### config.mk
export PLATFORM = sky130hd
export DESIGN_NAME = injection_shaper_head_select
export DESIGN_NICKNAME = d
export VERILOG_FILES = /design/src/design/ishs_pkg.sv /design/src/design/ishs_rem.sv /design/src/design/ishs_pick.sv /design/src/design/injection_shaper_head_select.sv
export VERILOG_INCLUDE_DIRS = /design/src /design/src/design
export SDC_FILE = /design/constraint.sdc
export NUM_CORES = 1
export LEC_CHECK = 0
export BUFFER_PORTS_ARGS = -buffer_cell sky130_fd_sc_hd__buf_2
export CORE_ASPECT_RATIO = 0.5
export CORE_MARGIN = 2
export CORE_UTILIZATION = 25
export CTS_CLUSTER_DIAMETER = 150
export DETAILED_ROUTE_END_ITERATION = 16
export HOLD_SLACK_MARGIN = 0.03
export MAX_ROUTING_LAYER = met4
export SYNTH_ARGS = -nofsm -noshare
export SYNTH_HDL_FRONTEND = slang
export SYNTH_SLANG_ARGS = --single-unit
### constraint.sdc
create_clock -name clk -period 4.65 [get_ports clk]
set_input_delay 0.6975 -clock clk [delete_from_list [all_inputs] [get_ports clk]]
set_output_delay 0.6975 -clock clk [all_outputs]
set_load 0.02 [all_outputs]
### src/design/assert_macros.svh
// assertion macros shared by the shaper rtl
`ifndef ASSERT_MACROS_SVH
`define ASSERT_MACROS_SVH
`ifndef SYNTHESIS
`define ASSERT_ALWAYS(lbl, clk, rst, prop) \
  lbl: assert property (@(posedge clk) disable iff (rst) (prop)) \
    else $error("%m: check failed");
`define ASSERT_NEVER(lbl, clk, rst, prop) \
  lbl: assert property (@(posedge clk) disable iff (rst) !(prop)) \
    else $error("%m: forbidden condition seen");
`else
`define ASSERT_ALWAYS(lbl, clk, rst, prop)
`define ASSERT_NEVER(lbl, clk, rst, prop)
`endif
`endif

### src/design/ishs_pkg.sv
// shared types, constants and helpers for the injection shaper
`timescale 1ns / 1ps
package ishs_pkg;

  localparam int SLOTS_PER_CLUSTER = 6;
  localparam int MAX_DEST = 64;
  localparam int DEST_W = $clog2(MAX_DEST);
  localparam int CNT_W = DEST_W + 1;
  localparam int OPND_W = 64;
  localparam int DIV_W = 8;
  localparam int DIGIT_W = 4;

  localparam logic [7:0] PHASE_MASK0 = 8'b0000_1111;
  localparam logic [7:0] PHASE_MASK1 = 8'b0011_1100;
  localparam logic [7:0] PHASE_MASK2 = 8'b0011_0011;

  localparam logic [1:0] MODE_SKIP = 2'd0;
  localparam logic [1:0] MODE_TDM = 2'd1;
  localparam logic [1:0] MODE_RATE = 2'd2;

  localparam logic ITEM_TICK = 1'b0;
  localparam logic ITEM_GRANT = 1'b1;

  localparam logic CHAN_REQ = 1'b0;
  localparam logic CHAN_RSP = 1'b1;

  localparam logic [2:0] REG_SHAPER_MODE = 3'd0;
  localparam logic [2:0] REG_SKIP_PERIOD = 3'd1;
  localparam logic [2:0] REG_SKIP_INDEX = 3'd2;
  localparam logic [2:0] REG_TDM_SLOT = 3'd3;
  localparam logic [2:0] REG_RATE_INCREMENT = 3'd4;
  localparam logic [2:0] REG_RESPONSE_PRIORITY_ON = 3'd5;
  localparam logic [2:0] REG_RESPONSE_BOUND = 3'd6;
  localparam logic [2:0] REG_DEST_COUNT = 3'd7;

  typedef enum logic [2:0] {
    S_IDLE,
    S_CYC,
    S_IDX,
    S_PTR0,
    S_PTR1,
    S_PICK,
    S_GRANT,
    S_GDONE
  } state_t;

  // control of the shared remainder unit
  typedef struct packed {
    logic              load;
    logic              step;
    logic [OPND_W-1:0] operand;
    logic [DIV_W-1:0]  divisor;
  } rem_ctrl_t;

  typedef struct packed {
    logic              has_head;
    logic              channel;
    logic [DEST_W-1:0] dest;
  } pick_t;

  // lowest set bit: {found, index}
  function automatic logic [DEST_W:0] find_first(input logic [MAX_DEST-1:0] v);
    logic [DEST_W:0] res;
    res = '0;
    for (int i = MAX_DEST - 1; i >= 0; i--) begin
      if (v[i]) begin
        res = {1'b1, DEST_W'(i)};
      end
    end
    return res;
  endfunction

  function automatic logic phase_bit(input logic [1:0] phase, input logic [2:0] slot);
    logic [7:0] m;
    case (phase)
      2'd0: m = PHASE_MASK0;
      2'd1: m = PHASE_MASK1;
      2'd2: m = PHASE_MASK2;
      default: m = '0;
    endcase
    return m[slot];
  endfunction

endpackage

### src/design/ishs_rem.sv
// radix-16 remainder unit, one hex digit of the operand per step
`timescale 1ns / 1ps
`include "assert_macros.svh"
module ishs_rem import ishs_pkg::*; (
  input  logic             clk,
  input  logic             rst,
  input  rem_ctrl_t        ctl,
  output logic [DIV_W-1:0] rem_next
);

  localparam int X_W = DIV_W + DIGIT_W;
  localparam int QMAX = (1 << DIGIT_W) - 1;

  logic [OPND_W-1:0] opnd;
  logic [DIV_W-1:0]  div_r;
  logic [DIV_W-1:0]  rem_r;
  logic [X_W-1:0]    x;
  logic [X_W-1:0]    rfull;

  // x < 16 * divisor, so the quotient digit is the largest k with k * d <= x
  always_comb begin
    x = {rem_r, opnd[OPND_W-1 -: DIGIT_W]};
    rfull = x;
    for (int k = 1; k <= QMAX; k++) begin
      if (x >= X_W'(k) * X_W'(div_r)) begin
        rfull = x - X_W'(k) * X_W'(div_r);
      end
    end
    rem_next = rfull[DIV_W-1:0];
  end

  always_ff @(posedge clk) begin
    if (rst) begin
      rem_r <= '0;
      div_r <= DIV_W'(1);
    end else if (ctl.load) begin
      rem_r <= '0;
      div_r <= ctl.divisor;
    end else if (ctl.step) begin
      rem_r <= rem_next;
    end
  end

  always_ff @(posedge clk) begin
    if (ctl.load) begin
      opnd <= ctl.operand;
    end else if (ctl.step) begin
      opnd <= {opnd[OPND_W-DIGIT_W-1:0], DIGIT_W'(0)};
    end
  end

  `ASSERT_ALWAYS(a_rem_below_div, clk, rst, rem_r < div_r)
  `ASSERT_NEVER(a_div_zero, clk, rst, div_r == '0)
  `ASSERT_ALWAYS(a_load_clears, clk, rst, ctl.load |=> rem_r == '0)

endmodule

### src/design/ishs_pick.sv
// head selection: channel choice and rotating destination search
`timescale 1ns / 1ps
module ishs_pick import ishs_pkg::*; (
  input  logic [MAX_DEST-1:0] req_mask,
  input  logic [MAX_DEST-1:0] rsp_mask,
  input  logic [DEST_W-1:0]   start_req,
  input  logic [DEST_W-1:0]   start_rsp,
  input  logic [CNT_W-1:0]    count,
  input  logic                prio_on,
  input  logic [7:0]          bound,
  input  logic [7:0]          consec,
  output pick_t               pick
);

  logic [MAX_DEST-1:0] lim;
  logic [MAX_DEST-1:0] req_m;
  logic [MAX_DEST-1:0] rsp_m;
  logic [DEST_W:0]     req_hi;
  logic [DEST_W:0]     req_any;
  logic [DEST_W:0]     rsp_hi;
  logic [DEST_W:0]     rsp_any;
  logic                hq;
  logic                hr;
  logic [DEST_W-1:0]   dq;
  logic [DEST_W-1:0]   dr;

  always_comb begin
    // bits at or above the count do not take part
    if (count[CNT_W-1]) begin
      lim = '1;
    end else begin
      lim = (MAX_DEST'(1) << count[DEST_W-1:0]) - MAX_DEST'(1);
    end
    req_m = req_mask & lim;
    rsp_m = rsp_mask & lim;
    // search from the start point upward first, then wrap to the bottom
    req_hi = find_first(req_m & ~((MAX_DEST'(1) << start_req) - MAX_DEST'(1)));
    req_any = find_first(req_m);
    rsp_hi = find_first(rsp_m & ~((MAX_DEST'(1) << start_rsp) - MAX_DEST'(1)));
    rsp_any = find_first(rsp_m);
    hq = req_any[DEST_W];
    hr = rsp_any[DEST_W];
    dq = req_hi[DEST_W] ? req_hi[DEST_W-1:0] : req_any[DEST_W-1:0];
    dr = rsp_hi[DEST_W] ? rsp_hi[DEST_W-1:0] : rsp_any[DEST_W-1:0];

    pick.has_head = hq | hr;
    if (prio_on) begin
      if (hr && consec < bound) begin
        pick.channel = CHAN_RSP;
      end else if (hq) begin
        pick.channel = CHAN_REQ;
      end else begin
        pick.channel = CHAN_RSP;
      end
    end else begin
      pick.channel = hq ? CHAN_REQ : CHAN_RSP;
    end
    if (!pick.has_head) begin
      pick.channel = CHAN_REQ;
    end
    pick.dest = (pick.channel == CHAN_RSP) ? dr : dq;
    if (!pick.has_head) begin
      pick.dest = '0;
    end
  end

endmodule

### src/design/injection_shaper_head_select.sv
// top level: shaper, sequencer, shared remainder unit and head selection
// tick transaction: 16 digits of the cycle, 2 of the index and 2 of each pointer pass
//   through the radix-16 remainder unit, then the pick state loads the output register
// grant transaction: 2 remainder steps, then the grant done state loads the output register
// one item at a time: in_stall is high while the sequencer is not idle, also while out_stall holds it
// rst is synchronous: registers take their defaults, pointers, counters and accumulator clear
`timescale 1ns / 1ps
`include "assert_macros.svh"
module injection_shaper_head_select import ishs_pkg::*; (
  input  logic                clk,
  input  logic                rst,
  input  logic                cfg_we,
  input  logic [2:0]          cfg_index,
  input  logic [7:0]          cfg_data,
  input  logic                in_valid,
  output logic                in_stall,
  input  logic                mode,
  input  logic [63:0]         cycle_number,
  input  logic [MAX_DEST-1:0] request_waiting,
  input  logic [MAX_DEST-1:0] response_waiting,
  input  logic                grant_channel,
  input  logic [DEST_W-1:0]   grant_dest,
  output logic                out_valid,
  input  logic                out_stall,
  output logic                eligible,
  output logic                has_head,
  output logic                pick_channel,
  output logic [DEST_W-1:0]   pick_dest
);

  // configuration registers
  logic [1:0]        shaper_mode;
  logic [7:0]        skip_period;
  logic [5:0]        skip_index;
  logic [2:0]        tdm_slot;
  logic [4:0]        rate_increment;
  logic              response_priority_on;
  logic [7:0]        response_bound;
  logic [CNT_W-1:0]  dest_count;

  // block state
  logic [5:0]        rate_accumulator;
  logic [DEST_W-1:0] dest_pointer [2];
  logic [7:0]        consec;

  state_t            state;
  state_t            state_next;
  logic [3:0]        step_cnt;
  logic [3:0]        cnt_init;
  logic              last_step;
  logic              in_accept;
  logic              out_free;
  logic              out_load;
  logic              grant_done;

  logic [MAX_DEST-1:0] req_r;
  logic [MAX_DEST-1:0] rsp_r;
  logic                grant_ch;
  logic [DIV_W-1:0]    rem_cyc;
  logic [DIV_W-1:0]    rem_idx;
  logic [DEST_W-1:0]   start0;
  logic [DEST_W-1:0]   start1;

  logic [CNT_W-1:0]  n_eff;
  logic [DIV_W-1:0]  p_eff;
  logic [DIV_W-1:0]  tick_div;
  logic [CNT_W-1:0]  gplus1;
  logic [6:0]        acc_sum;
  logic              rate_hit;
  logic [6:0]        acc_new;
  logic              elig;

  rem_ctrl_t         ctl;
  logic [DIV_W-1:0]  rem_next;
  pick_t             pick;

  assign in_stall = (state != S_IDLE);
  assign in_accept = in_valid && !in_stall;
  assign out_free = !out_valid || !out_stall;
  assign last_step = (step_cnt == 4'd0);
  assign out_load = (state == S_PICK || state == S_GDONE) && out_free;
  assign grant_done = (state == S_GRANT) && last_step;

  always_comb begin
    if (dest_count == '0) begin
      n_eff = CNT_W'(1);
    end else if (dest_count > CNT_W'(MAX_DEST)) begin
      n_eff = CNT_W'(MAX_DEST);
    end else begin
      n_eff = dest_count;
    end
    p_eff = (skip_period == '0) ? DIV_W'(3) : skip_period;
    tick_div = (shaper_mode == MODE_TDM) ? DIV_W'(3) : p_eff;
    gplus1 = CNT_W'(grant_dest) + CNT_W'(1);
  end

  // shaper decision, evaluated in the pick state
  always_comb begin
    acc_sum = 7'(rate_accumulator) + 7'(rate_increment);
    rate_hit = (acc_sum >= 7'(SLOTS_PER_CLUSTER));
    acc_new = rate_hit ? acc_sum - 7'(SLOTS_PER_CLUSTER) : acc_sum;
    unique case (shaper_mode)
      MODE_RATE: elig = rate_hit;
      MODE_TDM:  elig = phase_bit(rem_cyc[1:0], tdm_slot);
      default:   elig = (rem_cyc != rem_idx);
    endcase
  end

  // next state
  always_comb begin
    state_next = state;
    unique case (state)
      S_IDLE: begin
        if (in_accept) begin
          state_next = (mode == ITEM_GRANT) ? S_GRANT : S_CYC;
        end
      end
      S_CYC: begin
        if (last_step) state_next = S_IDX;
      end
      S_IDX: begin
        if (last_step) state_next = S_PTR0;
      end
      S_PTR0: begin
        if (last_step) state_next = S_PTR1;
      end
      S_PTR1: begin
        if (last_step) state_next = S_PICK;
      end
      S_PICK: begin
        if (out_free) state_next = S_IDLE;
      end
      S_GRANT: begin
        if (last_step) state_next = S_GDONE;
      end
      S_GDONE: begin
        if (out_free) state_next = S_IDLE;
      end
      default: state_next = S_IDLE;
    endcase
  end

  // remainder unit control: a load in the last step of one job starts the next
  always_comb begin
    ctl = '0;
    cnt_init = 4'd1;
    unique case (state)
      S_IDLE: begin
        if (in_accept) begin
          ctl.load = 1'b1;
          if (mode == ITEM_GRANT) begin
            ctl.operand = {1'b0, gplus1, (OPND_W - 8)'(0)};
            ctl.divisor = DIV_W'(n_eff);
          end else begin
            ctl.operand = cycle_number;
            ctl.divisor = tick_div;
            cnt_init = 4'd15;
          end
        end
      end
      S_CYC: begin
        ctl.step = 1'b1;
        ctl.load = last_step;
        ctl.operand = {2'b00, skip_index, (OPND_W - 8)'(0)};
        ctl.divisor = tick_div;
      end
      S_IDX: begin
        ctl.step = 1'b1;
        ctl.load = last_step;
        ctl.operand = {2'b00, dest_pointer[0], (OPND_W - 8)'(0)};
        ctl.divisor = DIV_W'(n_eff);
      end
      S_PTR0: begin
        ctl.step = 1'b1;
        ctl.load = last_step;
        ctl.operand = {2'b00, dest_pointer[1], (OPND_W - 8)'(0)};
        ctl.divisor = DIV_W'(n_eff);
      end
      S_PTR1, S_GRANT: begin
        ctl.step = 1'b1;
      end
      default: ctl = '0;
    endcase
  end

  ishs_rem u_rem (
    .clk      (clk),
    .rst      (rst),
    .ctl      (ctl),
    .rem_next (rem_next)
  );

  ishs_pick u_pick (
    .req_mask  (req_r),
    .rsp_mask  (rsp_r),
    .start_req (start0),
    .start_rsp (start1),
    .count     (n_eff),
    .prio_on   (response_priority_on),
    .bound     (response_bound),
    .consec    (consec),
    .pick      (pick)
  );

  always_ff @(posedge clk) begin
    if (rst) begin
      state <= S_IDLE;
      step_cnt <= '0;
    end else begin
      state <= state_next;
      if (ctl.load) begin
        step_cnt <= cnt_init;
      end else if (ctl.step) begin
        step_cnt <= step_cnt - 4'd1;
      end
    end
  end

  // configuration writes
  always_ff @(posedge clk) begin
    if (rst) begin
      shaper_mode <= MODE_SKIP;
      skip_period <= 8'd3;
      skip_index <= '0;
      tdm_slot <= '0;
      rate_increment <= 5'd4;
      response_priority_on <= 1'b1;
      response_bound <= 8'd4;
      dest_count <= CNT_W'(MAX_DEST);
    end else if (cfg_we) begin
      unique case (cfg_index)
        REG_SHAPER_MODE:          shaper_mode <= cfg_data[1:0];
        REG_SKIP_PERIOD:          skip_period <= cfg_data;
        REG_SKIP_INDEX:           skip_index <= cfg_data[5:0];
        REG_TDM_SLOT:             tdm_slot <= cfg_data[2:0];
        REG_RATE_INCREMENT:       rate_increment <= cfg_data[4:0];
        REG_RESPONSE_PRIORITY_ON: response_priority_on <= cfg_data[0];
        REG_RESPONSE_BOUND:       response_bound <= cfg_data;
        REG_DEST_COUNT:           dest_count <= cfg_data[CNT_W-1:0];
        default: ;
      endcase
    end
  end

  // captured transaction payload and remainders
  always_ff @(posedge clk) begin
    if (in_accept) begin
      req_r <= request_waiting;
      rsp_r <= response_waiting;
      grant_ch <= grant_channel;
    end
    if (state == S_CYC && last_step) rem_cyc <= rem_next;
    if (state == S_IDX && last_step) rem_idx <= rem_next;
    if (state == S_PTR0 && last_step) start0 <= rem_next[DEST_W-1:0];
    if (state == S_PTR1 && last_step) start1 <= rem_next[DEST_W-1:0];
  end

  // pointers, response run length and rate accumulator
  always_ff @(posedge clk) begin
    if (rst) begin
      rate_accumulator <= '0;
      dest_pointer[0] <= '0;
      dest_pointer[1] <= '0;
      consec <= '0;
    end else begin
      if (grant_done) begin
        dest_pointer[grant_ch] <= rem_next[DEST_W-1:0];
        if (grant_ch == CHAN_RSP) begin
          if (consec != 8'd255) consec <= consec + 8'd1;
        end else begin
          consec <= '0;
        end
      end
      if (state == S_PICK && out_free && shaper_mode == MODE_RATE) begin
        rate_accumulator <= acc_new[5:0];
      end
    end
  end

  // output register
  always_ff @(posedge clk) begin
    if (rst) begin
      out_valid <= 1'b0;
    end else if (out_load) begin
      out_valid <= 1'b1;
    end else if (!out_stall) begin
      out_valid <= 1'b0;
    end
  end

  always_ff @(posedge clk) begin
    if (state == S_PICK && out_free) begin
      eligible <= elig;
      has_head <= elig & pick.has_head;
      pick_channel <= elig & pick.channel;
      pick_dest <= elig ? pick.dest : '0;
    end else if (state == S_GDONE && out_free) begin
      eligible <= 1'b0;
      has_head <= 1'b0;
      pick_channel <= CHAN_REQ;
      pick_dest <= '0;
    end
  end

  `ASSERT_ALWAYS(a_head_needs_elig, clk, rst, out_valid && has_head |-> eligible)
  `ASSERT_ALWAYS(a_out_source, clk, rst, $rose(out_valid) |-> $past(out_load))
  `ASSERT_ALWAYS(a_ptr_in_range, clk, rst, grant_done |=> CNT_W'(dest_pointer[grant_ch]) < n_eff)
  `ASSERT_ALWAYS(a_consec_sat, clk, rst, $past(consec) == 8'd255 |-> &consec || ~|consec)

endmodule

==> metrics, run 1 <==
P&R area growth vs syn 38.01%; Synth Flop Type edfxtp_1; Core ar. about 120000 sq um; status finished, violations left; Relative slew margins approximately 33%; Slew @ Worst Pin 0.9909 ns; vias in the first global route between 30000 and 40000; clock network power share between 7 and 8%; Avg Vias per Cell 5.494; worst skew pair latency 0.62 ns; largest area contributor in the netlist edfxtp_1; # rows 90; CP Capture Type flip-flop; Cell Pwr Density 936.8 nW/um^2; number of max-cap violations 0; Net Count, Synth between 4000 and 5000; syn_area_per_cell 8.442 sq um; Netlist Area Pre-Place between 30000 and 40000 sq um; distinct cell type count after synthesis a little over 90; GRT Util Overall 22.97%; largest fanout on the critical path 3; unrepaired setup endpoints after global routing true; layout cells sized above 1 approximately a third; Initial Util 25.24%; clk sinks 319; gr ovfl total 0; grt met3 use between 2 and 3%; Tcrit/Tclk final 105.2%; violated checks setup timing; Setup Skew 0.03812 ns; Final ANT Viol Nets 0; HP Class in -> reg; Die ar. between 100000 and 150000 sq um; CTS tree yes; placer congestion estimate between 1 and 1.5; Post-layout nets 4991; top cell type's share of synthesized area between 20% and 30%; final worst-path setup slack -0.2396 ns; max-slew violations 0; WL/cell 23.72 um; Tmin final about 5 ns; leading cell types by count after synthesis nor2_1 (283), nand2_1 (279), edfxtp_1 (242); total routed wirelength around 150000 um; P_leak ~17 nW; vias post-DR about 34000; fill count roughly 12000; Seq cells post-synth roughly 320; Die Ht 251.0 um; CP startpoint kind flip-flop; Post-CTS Hold Buffers 0; Max VDD drop between 700 and 800 uV; register area share after synthesis 28.88%; Top Ports approximately 230; Inserted Clock Buffers 35; DRC violations left 0; deepest clock path buffer count 3; Setup violations, final between 40 and 50; initial antenna violation count 5; GR peak layer met2; first-pass GRT wire length approximately 210000 um; Area after DPL 38940 sq um; ys async rst share 0%; Syn. warnings 0; H-tree depth 2; Final Hold Viols 0; CP Data Arrival Time about 5.4 ns; largest net degree at the start of global routing 133; met1 Use GR approximately 30%; first-pass iteration count of the detailed router 6; Comb power frac between 70 and 80%; Root Driver clkbuf_16; DIE WIDTH 498.0 um; Net Sw Frac roughly half; design area about 42000 sq um; IO Port Bufs roughly 230; achievable clock frequency 204.5 MHz; Final Power roughly 40 mW; M2 GR Usage 37.70%; number of synthesized flops with an enable pin approximately 240; drt first-iter violations around 3700; sequential cell fraction of total power approximately 14%; final core occ between 30% and 40%; Syn Inst Count 3613; register clock-pin slew on the reported worst setup and hold paths roughly 0.06 ns; P_int ~20 mW; most frequent cell after synthesis nor2_1; synth top area cells edfxtp_1 (24%), ha_1 (9.0%), dfxtp_1 (5.1%), a21oi_1 (3.8%), nor2_1 (3.5%); type of the worst setup path reg -> reg; switching power about 20 mW; hpwl dp between 100000 and 150000 um; critical path data required time around 5.2 ns
==> power groups by stage <==
stage,registers (mW),logic (mW),clock network [mW]
6_report,5.48,31.0,2.99
5_1_grt,5.53,33.1,3.18
4_1_cts,5.46,28.9,3.09
3_5_place_dp,5.49,26.6,0
3_3_place_gp,5.49,26.5,0
2_1_floorplan,5.18,15.3,0
==> cell usage in the layout (no fill, tap or decap), drive strengths merged, types with 42 or more instances in the layout <==
cell type and instances:
o21a 61, nor2b 58, nand4 60, o211ai 60
nand3 147, inv 182, fa 42, nor4 49
a211oi 45, a21oi 232, buf 1044, a22o 56
nor3 102, nand2b 55, nor2 284, a21o 73
o21ai 202, edfxtp 242, nand2 279, o31ai 47
xnor2 96, xor2 58, a31oi 64, dfxtp 77
ha 220
==> sequential cells by signal (all words and copies together), names as in the netlist, 12 cells and up <==
| register | count |
|---|---|
| u_rem.opnd | 64 |
| rsp_r | 64 |
| dest_pointer | 12 |
| req_r | 64 |
==> worst max-delay path: stages, from the launching register on <==
cell      delay [ns]
dfxtp_4         0.36
fa_1            0.53
buf_6           0.15
ha_4            0.16
fa_2            0.34
a21o_1          0.18
a21oi_2         0.14
nor2b_1         0.06
o21ai_1         0.12
nand2b_1        0.13
xnor2_2         0.17
ha_1            0.31
a211o_1         0.21
buf_6           0.13
o32ai_4         0.07
a21oi_4         0.22
nor3b_2         0.08
buf_4           0.18
or4_4           0.50
o22ai_4         0.13
nor4_1          0.07
or3_1           0.33
a32o_1          0.22
==> routing by layer <==
| metal | share of wire, % | wire (um) |
|---|---|---|
| met5 | 0 | 0 |
| met4 | 4.0 | 5773 |
| met3 | 6.7 | 9825 |
| met1 | 43 | 62520 |
| met2 | 46 | 67810 |
==> stage by stage <==
stage          setup slack [ns]  setup TNS [ns]  std cells  hold slack [ns]
2_1_floorplan           0.01087               0       3613           0.4363
3_3_place_gp            -0.6368          -18.99       6033           0.4441
3_5_place_dp            -0.6068          -21.87       6033           0.4513
4_1_cts                 -0.2441          -7.756       6122           0.2223
5_1_grt                 -0.4778          -17.31       6152           0.2320
6_report                -0.2396          -5.800       6152           0.2543
==> final timing paths <==
kind | start | end | slack (ns) | depth (start not counted)
min reg2reg | response_bound[6] | response_bound[6] | 0.47 | 2
min | response_waiting[13] | rsp_r[13] | 0.25 | 1
max | u_rem.div_r[1] | u_rem.rem_r[4] | -0.24 | 22
max reg2reg | u_rem.div_r[1] | u_rem.rem_r[4] | -0.24 | 22
==> cells by family after synthesis <==
kind of cell	after synthesis	synth area share [%]
and+or+nand+nor	1280	21.55
AOI/OAI and AO/OA	1187	27.01
buffers and inverters	354	4.418
DFF	319	28.88
adders and majority gates	262	11.78
xor gates and xnor gates	154	4.422
muxes	57	1.936
==> what timing repair did <==
action	in CTS	in global routing
pin swaps	75	100
setup endpoints to repair	56	55
cloned	1	0
resized for setup	141	191
buffers inserted	26	28
==> cell type report <==
class	instances	area, sq um	area share [%]
flip-flops and latches	319	8835	20.99
clock buffers	37	883.3	2.099
repair buffers	1044	7516	17.86
diodes	2	5.005	0.01189
clock inverters	27	312.8	0.7431
well taps	1610	2014	4.786
inverters	173	659.4	1.567
multi-input cells	2940	21870	51.95
(Power assumes the default switching activity.)
==> run 2: changes to the inputs <==
- BUFFER_PORTS_ARGS: -buffer_cell sky130_fd_sc_hd__buf_2 -> default
- DONT_BUFFER_PORTS: default -> 1
- PLACE_DENSITY_LB_ADDON: default -> 0.2
==> run 2 against run 1 <==
Net effect:
- the run still ends with setup timing left
- sequential power is essentially flat
- count of clock-buffer cells in the layout grew 13
- sequential share of layout area shrank 0.25 points
- combinational power grew 8.1%
- first-iteration DRC count shrank 24%
- critical path depth shrank 3
- power grew 5.8%
- register-to-register slack lost 0.07 ns
- largest cell class unchanged
- highest routed layer unchanged
==> metrics, run 2 (synthesized netlist as in run 1, its figures left out) <==
Max VDD drop 900.1 uV (+25%); Root Driver clkbuf_16; Cell Pwr Density 979.1 nW/um^2 (+4.5%); gr ovfl total 0 (unchanged); clk sinks 319 (unchanged); number of max-cap violations 0 (unchanged); Relative slew margins 28.36% (-5.1 points); DIE WIDTH 498.0 um (unchanged); Setup violations, final 48 (+4.3%); Tcrit/Tclk final 106.7% (+1.5 points); Slew @ Worst Pin 1.067 ns (+0.07654 ns); unrepaired setup endpoints after global routing true; DRC violations left 0 (unchanged); GRT Util Overall 24.57% (+1.6 points); # rows 90 (unchanged); max-slew violations 0 (unchanged); Final Power 41.71 mW (+5.8%); vias post-DR 33220 (-1.7%); first-pass GRT wire length 222800 um (+5.2%); deepest clock path buffer count 3 (unchanged); pre-CTS setup slack -0.6128 ns (-0.005948 ns); Avg Vias per Cell 5.458 (-0.66%); most frequent cells in the layout buf_4 (928), nand2_1 (274), nor2_1 (267), edfxtp_1 (242), ha_1 (203); Initial Util 25.24% (unchanged); worst skew pair latency 0.59 ns (-0.03 ns); violated checks setup timing; status finished, violations left; Post-layout nets 4929 (-1.2%); drt first-iter violations 2847 (-24%); final worst-path setup slack -0.3116 ns (-0.07203 ns); critical path data required time 4.96 ns (-0.20 ns); achievable clock frequency 201.5 MHz (-1.5%); placer congestion estimate 0.9961 (-5.2%); register clock-pin slew on the reported worst setup and hold paths 0.07 ns (about the same); commonest non-fill, non-tap cell in the layout buf_4; CTS tree yes; CP Capture Type flip-flop; vias in the first global route 32450 (-0.99%); type of the worst setup path reg -> reg; Largest regs req_r (64), rsp_r (64), u_rem.opnd (64); Final ANT Viol Nets 0 (unchanged); routed length on met3 7473 um (-24%); HP Class in -> reg; P_leak 17.31 nW (about the same); Post-CTS Hold Buffers 0 (unchanged); fin cells 6087 (-1.1%); hpwl dp 126800 um (+7.2%); Die Ht 251.0 um (unchanged); Inserted Clock Buffers 34 (-2.9%); final hold slack 0.1839 ns (-0.07045 ns); largest fanout on the critical path 4 (+1); Top Ports 227 (unchanged); H-tree depth 2 (unchanged); WL/cell 25.52 um (+7.6%); Core ar. 120800 sq um (unchanged); WL met1 71720 um (+15%); P&R area growth vs syn 39.69%; total routed wirelength 155400 um (+6.5%); fill count 12500 (+0.51%); IO Port Bufs 0 (-100%); Post-Place Cells 5953 (-1.3%); first-pass iteration count of the detailed router 5 (-1); CP Data Arrival Time 5.27 ns (-0.13 ns); Setup Skew 0.01981 ns (-0.01832 ns); largest net degree at the start of global routing 133 (unchanged); Die ar. 125000 sq um (unchanged); initial antenna violation count 3 (-2); layout cells sized above 1 31.52% (about the same); Final Hold Viols 0 (unchanged); Max Used Layer met4; CP startpoint kind flip-flop; Tmin final 4.962 ns (+0.07203 ns); met2 wire length 71820 um (+5.9%)
-- run 2: cell types whose count changed in the layout (fill, tap and decap cells not counted), moves of 5 or more --
cell / before / now
a21oi_1: 206 / 199
a21oi_2: 25 / 31
a31oi_2: 11 / 6
buf_12: 9 / 17
buf_2: 226 / 0
buf_4: 776 / 928
clkbuf_1: 2 / 8
clkbuf_8: 0 / 7
clkinv_4: 5 / 0
o21ai_0: 174 / 161
o21ai_2: 5 / 15
-- run 2: worst max-delay path, cell delays in order (launching register included) --
cell,delay (ns)
dfxtp_4,0.36
fa_1,0.59
inv_2,0.05
fa_1,0.46
buf_4,0.15
buf_4,0.12
fa_1,0.49
ha_1,0.32
a21oi_1,0.20
o21bai_1,0.14
a211o_1,0.30
a21o_1,0.18
a21oi_2,0.14
o21ai_2,0.09
a31oi_4,0.28
nand2_2,0.12
buf_8,0.15
o31ai_4,0.26
buf_6,0.17
clkinvlp_4,0.13
-- run 2: path summary, 6_finish.rpt --
path,from,slack [ns],cells past startpoint,end
max,u_rem.div_r[0],-0.31,19,start1[1]
min,rst,0.18,1,out_valid
max reg2reg,u_rem.div_r[0],-0.31,19,start1[1]
min reg2reg,response_bound[1],0.45,2,response_bound[1]
-- run 2: final cells by class --
type	count	area [sq um]	share of cell area, %
antenna	1	2.502	0.005874
clock buffer	50	1002	2.352
clock inverter	11	112.6	0.2643
inverter	173	670.6	1.574
multi-input combinational	2940	22170	52.04
sequential	319	8837	20.74
tap	1610	2014	4.728
timing repair buffer	983	7794	18.29
-- run 2: routing by layer --
layer,global-route usage [%],vias to the layer above
met5,-,-
met4,6.341,0
met3,2.585,184
met2,39.45,1043
met1,33.00,16470
li1,-,15530
-- run 2: metrics by stage --
stage	TNS [ns]	utilization [%]	instance area, sq um
floorplan	0	-	30680
global placement	-26.92	32.29	39020
detailed placement	-25.51	32.29	39020
CTS	-11.55	34.06	41160
global route	-18.88	35.26	42600
finish	-10.01	35.26	42600
-- run 2: what timing repair did --
item	CTS	global route
gates resized for setup	175	239
setup buffers	34	39
endpoints found under the setup margin	55	55
pin swaps	70	144
gates cloned	0	2
-- run 2: where the power goes --
part | total, mW | leakage, nW | internal (mW) | switching, mW
combinational | 33.5 | 13.8 | 15.0 | 18.5
sequential | 5.45 | 2.98 | 4.66 | 0.794
clock | 2.79 | 0.541 | 1.53 | 1.26
total | 41.7 | 17.3 | 21.2 | 20.5
